--- config.mk ---
export PLATFORM = sky130hd
export DESIGN_NAME = stacked_stepper_tone_bank_core_flat
export DESIGN_NICKNAME = d
export VERILOG_FILES = /design/src/hdl/ssb_pkg.sv /design/src/hdl/ssb_in_if.sv /design/src/hdl/ssb_out_if.sv /design/src/hdl/stacked_stepper_tone_bank_core.sv /design/src/hdl/ssb_ctrl.sv /design/src/hdl/ssb_dp.sv /design/src/flat_wrapper.sv
export VERILOG_INCLUDE_DIRS = /design/src /design/src/hdl
export SDC_FILE = /design/constraint.sdc
export NUM_CORES = 1
export LEC_CHECK = 0
export BUFFER_PORTS_ARGS = -buffer_cell sky130_fd_sc_hd__buf_2
export CORE_MARGIN = 2
export CORE_UTILIZATION = 62
export DETAILED_ROUTE_END_ITERATION = 16
export PLACE_DENSITY_LB_ADDON = 0.12
export RECOVER_POWER = 25
export SYNTH_ARGS = -nofsm -noshare
export SYNTH_HDL_FRONTEND = slang
export SYNTH_SLANG_ARGS = --single-unit
--- constraint.sdc ---
create_clock -name clk -period 6 [get_ports clk]
set_clock_uncertainty 0.1 [all_clocks]
set_input_delay 0.6 -clock clk [delete_from_list [all_inputs] [get_ports clk]]
set_output_delay 0.6 -clock clk [all_outputs]
set_load 0.02 [all_outputs]
--- src/hdl/assert_macros.svh ---
// Assertion macros shared by the tone bank RTL.
// Depends on signals named clk and rst_n in the including module.
`ifndef ASSERT_MACROS_SVH
`define ASSERT_MACROS_SVH

// Check a property at every clock edge outside reset.
`define SSB_ASSERT(lbl, prop, msg) \
  lbl: assert property (@(posedge clk) disable iff (!rst_n) (prop)) else $error(msg);

// Check that a condition holds in the cycle after a trigger.
`define SSB_ASSERT_NEXT(lbl, ante, cons, msg) \
  lbl: assert property (@(posedge clk) disable iff (!rst_n) (ante) |=> (cons)) \
    else $error(msg);

`endif

--- src/hdl/ssb_pkg.sv ---
// Shared constants, codes and types of the stacked stepper tone bank.
// No dependencies; every other file but assert_macros.svh imports it.
package ssb_pkg;

  localparam int NUM_OUTPUTS       = 8;
  localparam int OUTPUTS_PER_GROUP = 2;
  localparam int PERIOD_BITS       = 16;
  localparam int GROUP_COUNT       = 4;
  localparam int VEL_STEP          = 127 / OUTPUTS_PER_GROUP;

  // Field widths of the request and result transactions.
  localparam int REQ_W    = 3;
  localparam int GRP_IN_W = 2;
  localparam int NOTE_W   = 7;
  localparam int VEL_W    = 7;
  localparam int CH_W     = 4;
  localparam int PIN_W    = 16;
  localparam int IDX_W    = 3;
  localparam int BYTE_W   = 8;
  localparam int ACT_W    = 4;

  // Internal widths.
  localparam int K_W   = (NUM_OUTPUTS > 1) ? $clog2(NUM_OUTPUTS) : 1;
  localparam int MEM_W = (OUTPUTS_PER_GROUP > 1) ? $clog2(OUTPUTS_PER_GROUP) : 1;
  localparam int GRP_W = $clog2(NUM_OUTPUTS) + 2;
  localparam int CNT_W = $clog2(NUM_OUTPUTS + 1);

  // Request codes.
  localparam logic [REQ_W-1:0] REQ_TICK     = 3'd0;
  localparam logic [REQ_W-1:0] REQ_NOTE_ON  = 3'd1;
  localparam logic [REQ_W-1:0] REQ_NOTE_OFF = 3'd2;
  localparam logic [REQ_W-1:0] REQ_BEND     = 3'd3;
  localparam logic [REQ_W-1:0] REQ_STOP     = 3'd4;

  typedef enum logic [1:0] {
    ST_IDLE,
    ST_SWEEP,
    ST_FINISH
  } state_t;

  typedef struct packed {
    logic capture;  // latch the accepted request, clear sweep counters
    logic step;     // update output k and advance
    logic finish;   // update group table, load result register
  } ctrl_cmd_t;

  typedef struct packed {
    logic last;     // sweep sits on the last output
  } ctrl_sts_t;

endpackage

--- src/hdl/ssb_in_if.sv ---
// Request channel of the tone bank: valid/ready handshake plus request fields.
// Depends on ssb_pkg for field widths.
interface ssb_in_if;
  import ssb_pkg::*;

  logic                valid;
  logic                ready;
  logic [REQ_W-1:0]    req_type;
  logic [GRP_IN_W-1:0] group_index;
  logic [NOTE_W-1:0]   note_number;
  logic [VEL_W-1:0]    note_velocity;
  logic [CH_W-1:0]     midi_channel;
  logic [PIN_W-1:0]    base_period;
  logic [PIN_W-1:0]    bent_period;
  logic [IDX_W-1:0]    output_index;

  modport source (
    output valid, req_type, group_index, note_number, note_velocity,
           midi_channel, base_period, bent_period, output_index,
    input  ready
  );

  modport sink (
    input  valid, req_type, group_index, note_number, note_velocity,
           midi_channel, base_period, bent_period, output_index,
    output ready
  );
endinterface

--- src/hdl/ssb_out_if.sv ---
// Result channel of the tone bank: valid/ready handshake plus result fields.
// Depends on ssb_pkg for field widths.
interface ssb_out_if;
  import ssb_pkg::*;

  logic              valid;
  logic              ready;
  logic [BYTE_W-1:0] step_levels;
  logic [BYTE_W-1:0] enable_mask;
  logic [ACT_W-1:0]  active_count;
  logic              group_busy;
  logic [NOTE_W-1:0] group_held_note;

  modport source (
    output valid, step_levels, enable_mask, active_count, group_busy, group_held_note,
    input  ready
  );

  modport sink (
    input  valid, step_levels, enable_mask, active_count, group_busy, group_held_note,
    output ready
  );
endinterface

--- src/hdl/stacked_stepper_tone_bank_core.sv ---
// Top level of the stacked stepper tone bank.
// Depends on ssb_pkg, ssb_in_if, ssb_out_if, ssb_ctrl and ssb_dp.

// A bank of NUM_OUTPUTS square-wave step outputs, grouped OUTPUTS_PER_GROUP to a
// group, driven by one request transaction at a time (tick, note on, note off,
// period bend, stop all); every request returns exactly one result transaction
// with the step levels, enable mask, enabled count and the addressed group's
// held note, all taken after the update. A request is first accepted, then the
// sweep visits the per-output period, counter and owner stores at a single
// address, one output at a time, and last the group table is updated and the
// result register loaded. The result register stands between the two sides,
// so the next request is accepted while an earlier result still waits to be
// taken; a stalled result holds only the final cycle of the following request.
module stacked_stepper_tone_bank_core (
  input logic   clk,
  input logic   rst_n,
  ssb_in_if.sink   in_if,
  ssb_out_if.source out_if
);
  import ssb_pkg::*;

  ctrl_cmd_t cmd;
  ctrl_sts_t sts;

  // Sequence accept, sweep and result load.
  ssb_ctrl u_ctrl (
    .clk       (clk),
    .rst_n     (rst_n),
    .in_valid  (in_if.valid),
    .in_ready  (in_if.ready),
    .out_valid (out_if.valid),
    .out_ready (out_if.ready),
    .sts       (sts),
    .cmd       (cmd)
  );

  // Hold the per-output and group state, drive the result fields.
  ssb_dp u_dp (
    .clk             (clk),
    .rst_n           (rst_n),
    .cmd             (cmd),
    .sts             (sts),
    .req_type        (in_if.req_type),
    .group_index     (in_if.group_index),
    .note_number     (in_if.note_number),
    .note_velocity   (in_if.note_velocity),
    .midi_channel    (in_if.midi_channel),
    .base_period     (in_if.base_period),
    .bent_period     (in_if.bent_period),
    .output_index    (in_if.output_index),
    .step_levels     (out_if.step_levels),
    .enable_mask     (out_if.enable_mask),
    .active_count    (out_if.active_count),
    .group_busy      (out_if.group_busy),
    .group_held_note (out_if.group_held_note)
  );
endmodule

--- src/hdl/ssb_ctrl.sv ---
// Controller of the tone bank: sequences accept, per-output sweep and result load.
// Depends on ssb_pkg and assert_macros.svh.
`include "assert_macros.svh"

module ssb_ctrl (
  input  logic               clk,
  input  logic               rst_n,
  input  logic               in_valid,
  output logic               in_ready,
  output logic               out_valid,
  input  logic               out_ready,
  input  ssb_pkg::ctrl_sts_t sts,
  output ssb_pkg::ctrl_cmd_t cmd
);
  import ssb_pkg::*;

  state_t state_r, state_nxt;
  logic   out_valid_r, out_valid_nxt;

  always_ff @(posedge clk) begin
    if (!rst_n) begin
      state_r     <= ST_IDLE;
      out_valid_r <= 1'b0;
    end else begin
      state_r     <= state_nxt;
      out_valid_r <= out_valid_nxt;
    end
  end

  always_comb begin
    state_nxt   = state_r;
    cmd         = '0;
    in_ready    = 1'b0;
    case (state_r)
      ST_IDLE: begin
        in_ready    = 1'b1;
        cmd.capture = in_valid;
        if (in_valid) begin
          state_nxt = ST_SWEEP;
        end
      end
      ST_SWEEP: begin
        cmd.step = 1'b1;
        if (sts.last) begin
          state_nxt = ST_FINISH;
        end
      end
      ST_FINISH: begin
        // Hold until the result register is free or drains this cycle.
        if (!out_valid_r || out_ready) begin
          cmd.finish = 1'b1;
          state_nxt  = ST_IDLE;
        end
      end
      default: begin
        state_nxt = ST_IDLE;
      end
    endcase

    if (cmd.finish) begin
      out_valid_nxt = 1'b1;
    end else if (out_ready) begin
      out_valid_nxt = 1'b0;
    end else begin
      out_valid_nxt = out_valid_r;
    end
  end

  assign out_valid = out_valid_r;

  `SSB_ASSERT(a_load_free, cmd.finish |-> (!out_valid_r || out_ready), "result overwritten while pending")
  `SSB_ASSERT_NEXT(a_sweep_end, (state_r == ST_SWEEP) && sts.last, state_r == ST_FINISH, "sweep did not end")
endmodule

--- src/hdl/ssb_dp.sv ---
// Datapath of the tone bank: per-output period stores, group table, result register.
// Depends on ssb_pkg and assert_macros.svh; driven by ssb_ctrl commands.
`include "assert_macros.svh"

module ssb_dp (
  input  logic                         clk,
  input  logic                         rst_n,
  input  ssb_pkg::ctrl_cmd_t           cmd,
  output ssb_pkg::ctrl_sts_t           sts,
  input  logic [ssb_pkg::REQ_W-1:0]    req_type,
  input  logic [ssb_pkg::GRP_IN_W-1:0] group_index,
  input  logic [ssb_pkg::NOTE_W-1:0]   note_number,
  input  logic [ssb_pkg::VEL_W-1:0]    note_velocity,
  input  logic [ssb_pkg::CH_W-1:0]     midi_channel,
  input  logic [ssb_pkg::PIN_W-1:0]    base_period,
  input  logic [ssb_pkg::PIN_W-1:0]    bent_period,
  input  logic [ssb_pkg::IDX_W-1:0]    output_index,
  output logic [ssb_pkg::BYTE_W-1:0]   step_levels,
  output logic [ssb_pkg::BYTE_W-1:0]   enable_mask,
  output logic [ssb_pkg::ACT_W-1:0]    active_count,
  output logic                         group_busy,
  output logic [ssb_pkg::NOTE_W-1:0]   group_held_note
);
  import ssb_pkg::*;

  // Latched request.
  logic [REQ_W-1:0]       req_r;
  logic [GRP_IN_W-1:0]    grp_in_r;
  logic [NOTE_W-1:0]      note_r;
  logic [VEL_W-1:0]       vel_r;
  logic [CH_W-1:0]        ch_r;
  logic [PERIOD_BITS-1:0] base_in_r;
  logic [PERIOD_BITS-1:0] bent_in_r;
  logic [IDX_W-1:0]       idx_r;

  // Sweep counters.
  logic [K_W-1:0]   k_r;
  logic [MEM_W-1:0] mem_r;
  logic [GRP_W-1:0] grp_r;
  logic [CNT_W-1:0] acc_r;
  logic [CNT_W-1:0] cnt_r;

  // Per-output state.
  logic [PERIOD_BITS-1:0] base_r [NUM_OUTPUTS];
  logic [PERIOD_BITS-1:0] play_r [NUM_OUTPUTS];
  logic [PERIOD_BITS-1:0] tcnt_r [NUM_OUTPUTS];
  logic [CH_W-1:0]        own_ch_r [NUM_OUTPUTS];
  logic [NUM_OUTPUTS-1:0] own_vld_r;
  logic [NUM_OUTPUTS-1:0] pin_r;
  logic [NUM_OUTPUTS-1:0] en_r;

  // Group table.
  logic [GROUP_COUNT-1:0] g_act_r;
  logic [NOTE_W-1:0]      g_note_r [GROUP_COUNT];

  // Result register.
  logic [BYTE_W-1:0] lvl_out_r;
  logic [BYTE_W-1:0] en_out_r;
  logic [ACT_W-1:0]  act_out_r;
  logic              busy_out_r;
  logic [NOTE_W-1:0] held_out_r;

  logic [PERIOD_BITS-1:0] cur_base, cur_play, cur_tcnt;
  logic [PERIOD_BITS-1:0] base_n, play_n, tcnt_n;
  logic [CH_W-1:0]        cur_ch, ch_n;
  logic                   cur_vld, vld_n, lvl_n, en_n;
  logic                   in_grp, vel_ok, is_tgt, off_match;
  logic [BYTE_W-1:0]      thr;
  logic                   busy_n;
  logic [NOTE_W-1:0]      held_n;

  assign cur_base = base_r[k_r];
  assign cur_play = play_r[k_r];
  assign cur_tcnt = tcnt_r[k_r];
  assign cur_ch   = own_ch_r[k_r];
  assign cur_vld  = own_vld_r[k_r];

  assign in_grp    = (grp_r == GRP_W'(grp_in_r));
  assign thr       = BYTE_W'(VEL_STEP) * BYTE_W'(mem_r);
  assign vel_ok    = (BYTE_W'(vel_r) >= thr);
  assign is_tgt    = (6'(k_r) == 6'(idx_r));
  assign off_match = (g_note_r[grp_in_r] == note_r);

  assign sts.last = (k_r == K_W'(NUM_OUTPUTS - 1));

  // Next value of the output under the sweep.
  always_comb begin
    base_n = cur_base;
    play_n = cur_play;
    tcnt_n = cur_tcnt;
    ch_n   = cur_ch;
    vld_n  = cur_vld;
    lvl_n  = pin_r[k_r];
    en_n   = en_r[k_r];
    case (req_r)
      REQ_TICK: begin
        if (cur_play != '0) begin
          if (cur_tcnt >= cur_play) begin
            lvl_n  = ~pin_r[k_r];
            tcnt_n = '0;
          end else begin
            tcnt_n = cur_tcnt + 1'b1;
          end
        end
      end
      REQ_NOTE_ON: begin
        if (in_grp && vel_ok) begin
          en_n   = 1'b1;
          base_n = base_in_r;
          play_n = bent_in_r;
          vld_n  = 1'b1;
          ch_n   = ch_r;
        end
      end
      REQ_NOTE_OFF: begin
        if (in_grp && off_match) begin
          en_n   = 1'b0;
          lvl_n  = 1'b0;
          vld_n  = 1'b0;
          ch_n   = '0;
          base_n = '0;
          play_n = '0;
        end
      end
      REQ_BEND: begin
        if (is_tgt && (cur_base != '0) && cur_vld && (cur_ch == ch_r)) begin
          play_n = bent_in_r;
        end
      end
      REQ_STOP: begin
        en_n   = 1'b0;
        lvl_n  = 1'b0;
        vld_n  = 1'b0;
        ch_n   = '0;
        base_n = '0;
        play_n = '0;
        tcnt_n = '0;
      end
      default: begin
      end
    endcase
  end

  // Group entry after the request, as reported.
  always_comb begin
    busy_n = g_act_r[grp_in_r];
    held_n = g_note_r[grp_in_r];
    case (req_r)
      REQ_NOTE_ON: begin
        busy_n = 1'b1;
        held_n = note_r;
      end
      REQ_NOTE_OFF: begin
        if (off_match) begin
          busy_n = 1'b0;
        end
      end
      REQ_STOP: begin
        busy_n = 1'b0;
      end
      default: begin
      end
    endcase
    if (!busy_n) begin
      held_n = '0;
    end
  end

  // Request latch and result register.
  always_ff @(posedge clk) begin
    if (cmd.capture) begin
      req_r     <= req_type;
      grp_in_r  <= group_index;
      note_r    <= note_number;
      vel_r     <= note_velocity;
      ch_r      <= midi_channel;
      base_in_r <= PERIOD_BITS'(base_period);
      bent_in_r <= PERIOD_BITS'(bent_period);
      idx_r     <= output_index;
    end
    if (cmd.finish) begin
      lvl_out_r  <= BYTE_W'(pin_r);
      en_out_r   <= BYTE_W'(en_r);
      act_out_r  <= ACT_W'(acc_r);
      busy_out_r <= busy_n;
      held_out_r <= held_n;
    end
  end

  // Sweep counters, per-output state and group table.
  always_ff @(posedge clk) begin
    if (!rst_n) begin
      k_r       <= '0;
      mem_r     <= '0;
      grp_r     <= '0;
      acc_r     <= '0;
      cnt_r     <= '0;
      own_vld_r <= '0;
      pin_r     <= '0;
      en_r      <= '0;
      g_act_r   <= '0;
      for (int i = 0; i < NUM_OUTPUTS; i++) begin
        base_r[i]   <= '0;
        play_r[i]   <= '0;
        tcnt_r[i]   <= '0;
        own_ch_r[i] <= '0;
      end
      for (int j = 0; j < GROUP_COUNT; j++) begin
        g_note_r[j] <= '0;
      end
    end else begin
      if (cmd.capture) begin
        k_r   <= '0;
        mem_r <= '0;
        grp_r <= '0;
        acc_r <= '0;
      end
      if (cmd.step) begin
        base_r[k_r]    <= base_n;
        play_r[k_r]    <= play_n;
        tcnt_r[k_r]    <= tcnt_n;
        own_ch_r[k_r]  <= ch_n;
        own_vld_r[k_r] <= vld_n;
        pin_r[k_r]     <= lvl_n;
        en_r[k_r]      <= en_n;
        acc_r          <= acc_r + CNT_W'(en_n);
        k_r            <= k_r + 1'b1;
        if (mem_r == MEM_W'(OUTPUTS_PER_GROUP - 1)) begin
          mem_r <= '0;
          grp_r <= grp_r + 1'b1;
        end else begin
          mem_r <= mem_r + 1'b1;
        end
      end
      if (cmd.finish) begin
        cnt_r <= acc_r;
        case (req_r)
          REQ_NOTE_ON: begin
            g_act_r[grp_in_r]  <= 1'b1;
            g_note_r[grp_in_r] <= note_r;
          end
          REQ_NOTE_OFF: begin
            if (off_match) begin
              g_act_r[grp_in_r]  <= 1'b0;
              g_note_r[grp_in_r] <= '0;
            end
          end
          REQ_STOP: begin
            g_act_r <= '0;
            for (int j = 0; j < GROUP_COUNT; j++) begin
              g_note_r[j] <= '0;
            end
          end
          default: begin
          end
        endcase
      end
    end
  end

  assign step_levels     = lvl_out_r;
  assign enable_mask     = en_out_r;
  assign active_count    = act_out_r;
  assign group_busy      = busy_out_r;
  assign group_held_note = held_out_r;

  `SSB_ASSERT(a_count_match, cmd.capture |-> ($countones(en_r) == int'(cnt_r)), "enabled count drifted")
endmodule

--- src/flat_wrapper.sv ---
// flat-port wrapper written by rule: the top's interface ports become plain ports
module stacked_stepper_tone_bank_core_flat import ssb_pkg::*;
  (clk, rst_n, in_if_valid, in_if_req_type, in_if_group_index, in_if_note_number, in_if_note_velocity, in_if_midi_channel, in_if_base_period, in_if_bent_period, in_if_output_index, in_if_ready, out_if_valid, out_if_step_levels, out_if_enable_mask, out_if_active_count, out_if_group_busy, out_if_group_held_note, out_if_ready);
  ssb_in_if in_if_i ();
  ssb_out_if out_if_i ();
  input logic clk;
  input logic rst_n;
  input wire logic [$bits(in_if_i.valid)-1:0] in_if_valid;
  input wire logic [$bits(in_if_i.req_type)-1:0] in_if_req_type;
  input wire logic [$bits(in_if_i.group_index)-1:0] in_if_group_index;
  input wire logic [$bits(in_if_i.note_number)-1:0] in_if_note_number;
  input wire logic [$bits(in_if_i.note_velocity)-1:0] in_if_note_velocity;
  input wire logic [$bits(in_if_i.midi_channel)-1:0] in_if_midi_channel;
  input wire logic [$bits(in_if_i.base_period)-1:0] in_if_base_period;
  input wire logic [$bits(in_if_i.bent_period)-1:0] in_if_bent_period;
  input wire logic [$bits(in_if_i.output_index)-1:0] in_if_output_index;
  output wire logic [$bits(in_if_i.ready)-1:0] in_if_ready;
  output wire logic [$bits(out_if_i.valid)-1:0] out_if_valid;
  output wire logic [$bits(out_if_i.step_levels)-1:0] out_if_step_levels;
  output wire logic [$bits(out_if_i.enable_mask)-1:0] out_if_enable_mask;
  output wire logic [$bits(out_if_i.active_count)-1:0] out_if_active_count;
  output wire logic [$bits(out_if_i.group_busy)-1:0] out_if_group_busy;
  output wire logic [$bits(out_if_i.group_held_note)-1:0] out_if_group_held_note;
  input wire logic [$bits(out_if_i.ready)-1:0] out_if_ready;
  assign in_if_i.valid = in_if_valid;
  assign in_if_i.req_type = in_if_req_type;
  assign in_if_i.group_index = in_if_group_index;
  assign in_if_i.note_number = in_if_note_number;
  assign in_if_i.note_velocity = in_if_note_velocity;
  assign in_if_i.midi_channel = in_if_midi_channel;
  assign in_if_i.base_period = in_if_base_period;
  assign in_if_i.bent_period = in_if_bent_period;
  assign in_if_i.output_index = in_if_output_index;
  assign in_if_ready = in_if_i.ready;
  assign out_if_valid = out_if_i.valid;
  assign out_if_step_levels = out_if_i.step_levels;
  assign out_if_enable_mask = out_if_i.enable_mask;
  assign out_if_active_count = out_if_i.active_count;
  assign out_if_group_busy = out_if_i.group_busy;
  assign out_if_group_held_note = out_if_i.group_held_note;
  assign out_if_i.ready = out_if_ready;
  stacked_stepper_tone_bank_core u_core (.clk(clk), .rst_n(rst_n), .in_if(in_if_i), .out_if(out_if_i));
endmodule
Yosys cells after proc, flatten, opt, wreduce, memory -nomap -nowiden --
Memory sizes are Yosys's and may differ from the RTL's. A register that Yosys moved wholly into a read port is not among the register bits. Cells that the tools add are included.
Storage, ports and cells: input port bits 62, RAM bits 444, word-level logic and storage cells 197, memories 5, output and inout bits 30, flip-flop bits (word level) 130
Memories:
- u_core.u_dp.base_r | depth 8, bits a word 16, rd ports 1, clocked after Yosys merged registers in 1, wr ports 8, line ssb_dp.sv:44 | logic [PERIOD_BITS-1:0] base_r [NUM_OUTPUTS];
- u_core.u_dp.play_r | depth 8, bits a word 16, rd ports 1, clocked after Yosys merged registers in 1, wr ports 8, line ssb_dp.sv:45 | logic [PERIOD_BITS-1:0] play_r [NUM_OUTPUTS];
- u_core.u_dp.tcnt_r | depth 8, bits a word 16, rd ports 1, clocked after Yosys merged registers in 1, wr ports 8, line ssb_dp.sv:46 | logic [PERIOD_BITS-1:0] tcnt_r [NUM_OUTPUTS];
- u_core.u_dp.own_ch_r | depth 8, bits a word 4, rd ports 1, clocked after Yosys merged registers in 1, wr ports 8, line ssb_dp.sv:47 | logic [CH_W-1:0] own_ch_r [NUM_OUTPUTS];
- u_core.u_dp.g_note_r | depth 4, bits a word 7, rd ports 1, clocked after Yosys merged registers in 1, wr ports 4, line ssb_dp.sv:54 | logic [NOTE_W-1:0] g_note_r [GROUP_COUNT];
Operators by class: bitwise logic cells 9, multiply operators 1, equal/unequal tests 15, mux-type cells 110, $lt $le $gt $ge 6, $add $sub $neg 5, reductions and logical operators 23
Operator list (count):
- $mux 16 | 10
- $pmux 16 s4 | 1
- $mux 7 | 7
- $pmux 16 s3 | 1
- $reduce_or 16->1 | 3
- $mux 1 | 46
- $mux 3 | 14
- $pmux 16 s2 | 1
- $reduce_bool 16->1 | 2
- $bwmux 8 | 3
- $mux 4 | 6
- $pmux 4 s3 | 2
- $add 16x1->16 const B | 1
- $ge 16x16->1 | 1
- $mux 5 | 3
- $pmux 1 s3 | 4
- $mux 2 | 5
- $bmux 1 s3 | 3
- $eq 7x7->1 | 1
- $ge 7x7->1 | 1
- $logic_and 1x1->1 | 7
- $mul 6x1->7 const A | 1
- $reduce_or 7->1 | 1
- $eq 3x2->1 const B | 2
- 34 further kinds | 43

Logic depth before layout (Yosys ltp) --
word-level depth 10, gate-level depth with buffers 21, depth with buffers taken out 13

Modules after synthesis --
From an unflattened synthesis, not the netlist that was laid out.
Unflattened totals: cells, all modules 1928, area total of the unflattened synthesis 26701.9 um^2
Modules (own cells, without submodules):
- ssb_dp | instances 1, area each 26545.5 um^2, sequential area each 16836.1 um^2, cells each 1911
- ssb_ctrl | instances 1, area each 156.4 um^2, sequential area each 60.1 um^2, cells each 17

Worst setup path before layout --
Ideal clock, no wire load.
kind register to register, start point register with a tool-made name, end point memory u_core.u_dp.tcnt_r[0][3], data pin, buffers on the path 9, period minus slack after synthesis 4.775 ns, arrival time 4.387 ns, cell stages (with the launch flop) 21, library setup time 0.287 ns, slack 1.225 ns, data required time 5.613 ns, path through dfxtp_1 buf_6 buf_6 buf_8 buf_2 inv_1 buf_2 buf_2 buf_2 mux4_2 clkbuf_1 ha_1 nand2_1 o21ai_0 a21oi_1 or2_2 buf_1 nand2_1 a21oi_2 a211oi_1 nor3_1
RTL lines (line):
- end: declaration | ssb_dp.sv:46

==> results.yml <==
critical_path:
  slowest_delay_ps: 1240
  crit_top_cell: "buf_4"
  cp.arrival_ps: 5420
  cp_max_fo: 24
  required_ps: 6210
  cp_slowest_cell: "o21ai_1"
  critPathBufInv: 2
  setup.worst_path.end_class: "register"
  cp_cell_sequence: "buf_4, buf_4, nand2b_1, a2bb2oi_1, nand4_1, a211oi_1, a311o_1, o211ai_2, o21ai_1, o2bb2ai_1"
  critPathLaunchType: "register"
  crit_type: "register to register"
  cp_top_family: "compound AO/OA/AOI/OAI gates"
power_and_ir_drop:
  swShare_pct: 24.8
  p_switching_mw: 2.25
  comb_power_share_pct: 9.7
  pwr-share-seq_pct: 51.5
  power_density_nw_per_um2: 301
  irDropWorstVdd_mv: 0.292
  p_int_mw: 6.81
  finalPower_mw: 9.05
  leakagePower_nw: 10.2
  p_clk_share_pct: 38.8
sta:
  fin_crit_sh_pct: 86.8
  finalSetupViolations: 0
  rsz0062_at_grt: "false"
  min_period_ps: 5210
  hold_viol_final: 0
  worst_pin_slew_ps: 2550
  tns_ps: 0
  hold-worst-slack_ps: 39.9
  drv_slew: 66
  clock.fmax_mhz: 192
  relSlewSlack_pct: -70.3
synth:
  ys.flop_type: "edfxtp_1"
  synth_nets: 2178
  netlist_instances: 2088
  synth.largest_area_cell: "edfxtp_1"
  synth_edf_count: 530
  yosys_warnings: 0
  async_flop_share_pct: 0
  synth.top_cell.area_share_pct: 58.2
  syn-cell-area_sq_um: 27400
  synth.cells.most_frequent: "530 x edfxtp_1, 356 x nor2_1, 142 x nand2_1"
  yosysMostFrequentCell: "edfxtp_1"
  ys_ff_latch: 579
  ys_types: 87
  ys_seq_area_share_pct: 61.8
  synthTopCellsByArea: "edfxtp_1 58%, mux4_2 7.8%, nor2_1 4.9%"
  syn_area_per_cell_sq_um: 13.1
clock_network:
  cts.sinks: 579
  cts_setup_buffers: 0
  clk_pin_slew_worst_paths_ps: 60
  ctsHtreeMaxLevel: 2
  cts_tree: "done"
  clkLatencyLatePin_ps: 630
  cts_buffers: 59
  clk_path_buf_depth: 3
  cts_hold_buffers: 0
  post_cts_resize_count: 0
  clockRootBuffer: "clkbuf_16"
floorplanning:
  core_area_sq_um: 43300
  io_pins: 92
  die_x_um: 214
  start_util_pct: 63.2
  dieArea_sq_um: 45800
  die_h_um: 214
  fp-row-count: 76
global_routing:
  antenna_found_initial: 0
  grt_pass1_wl_mm: 114
  first_global_vias: 18872
  track_usage_pct: 32.8
  grt_max_degree: 61
  overflow: 0
cells_and_area:
  final_layout_size_suffix_gt1_share_pct: 16.7
  diodes: 0
  nNetsFinal: 2232
  area_delta_synth_final_pct: 10.0
run:
  cap_violations: 4
routing:
  dr.pass1.iters: 7
  final_antenna_net_count: 0
  vias: 18932
  drt_iter0_drc: 2643
  drc: 0
  vias_per_cell: 6.82
  post_drt_wl_per_cell_um: 27.2
  drt_wl_total_mm: 75.4
placed_design:
  gp_congestion: 0.888
  io_buffers: 91
  dp_hpwl_mm: 45.0
status:
  status: "finished, violations left"
  failed_checks: "max-capacitance violations, max-slew violations"
hold_path:
  hold_path_class: "input pin to register"
[worst reg2reg max path, stage by stage (launching register included)]
cell and delay, ps:
dfxtp_4 630, buf_4 440, buf_4 380, nand2b_1 450
a2bb2oi_1 340, nand4_1 170, a211oi_1 400, a311o_1 250
o211ai_2 280, o21ai_1 1250, o2bb2ai_1 200
[power groups by stage]
stage          registers (mW)  logic (mW)  clock network, mW
2_1_floorplan            4.68       0.607                  0
6_report                 4.66       0.881               3.51
3_3_place_gp             4.73       0.838                  0
4_1_cts                  4.66       0.866               3.53
3_5_place_dp             4.74       0.860                  0
5_1_grt                  4.68       0.940               3.68
[stage by stage]
stage	util, %	instances	cell area, sq um	setup slack, ps
2_1_floorplan	-	2088	27400	1230
3_3_place_gp	65.5	2666	28300	1120
3_5_place_dp	65.5	2666	28300	990
4_1_cts	69.7	2776	30200	946
5_1_grt	69.6	2776	30100	622
6_report	69.6	2776	30100	792
[layout make-up]
type	count	area, sq um
Clock inverter	31	220
Tap cell	585	732
Inverter	28	106
Fill cell	3008	13200
Sequential cell	579	16900
Timing Repair Buffer	144	832
Clock buffer	79	1600
Multi-Input combinational cell	1330	9700
[layout by cell type (no fill, tap or decap), types with 21 or more instances in the layout]
| cell | netlist | routed |
|---|---|---|
| a21oi_1 | 77 | 76 |
| buf_2 | 43 | 56 |
| buf_4 | 6 | 46 |
| clkbuf_1 | 71 | 55 |
| clkbuf_16 | 0 | 60 |
| dfxtp_1 | 49 | 46 |
| edfxtp_1 | 530 | 530 |
| ha_1 | 28 | 28 |
| inv_1 | 25 | 21 |
| mux2i_1 | 70 | 70 |
| mux4_2 | 95 | 95 |
| nand2_1 | 142 | 138 |
| nand3_1 | 57 | 55 |
| nor2_1 | 356 | 353 |
| nor3_1 | 67 | 67 |
| o21ai_0 | 36 | 33 |
| o2bb2ai_1 | 118 | 118 |
[layer usage]
layer | track usage, % | wire length [um] | share of wire [%]
met4 | 13.3 | 2700 | 3.6
met1 | 45.5 | 28600 | 38
met5 | 0 | 0 | 0
met2 | 52.1 | 35700 | 47
met3 | 5.86 | 8380 | 11
[path summary, 6_finish.rpt]
path | slack, ps | depth (start not counted) | startpoint | to
max | 790 | 10 | register | u_core.u_dp.play_r[4][12]
max reg2reg | 790 | 10 | register | u_core.u_dp.play_r[4][12]
min | 40 | 1 | in_if_note_velocity[2] | u_core.u_dp.vel_r[2]
min reg2reg | 360 | 2 | u_core.u_dp.own_vld_r[5] | u_core.u_dp.own_vld_r[5]
[cells by family after synthesis]
group / share of synthesized area, %
adders and majority gates: 1.28
and+or+nand+nor: 11.4
DFF: 61.8
buffers and inverters: 2.92
AOI/OAI and AO/OA: 10.4
xor gates and xnor gates: 0.480
muxes: 11.7
[state kept, by name, indices dropped and copies added, names as in the netlist, 16 cells and up, named ones only]
register	flops
u_core.u_dp.base_in_r	16
u_core.u_dp.base_r	128
u_core.u_dp.play_r	128
u_core.u_dp.tcnt_r	128
u_core.u_dp.own_ch_r	32
u_core.u_dp.bent_in_r	16
u_core.u_dp.g_note_r	28
Power figures use the tool's default switching activity.
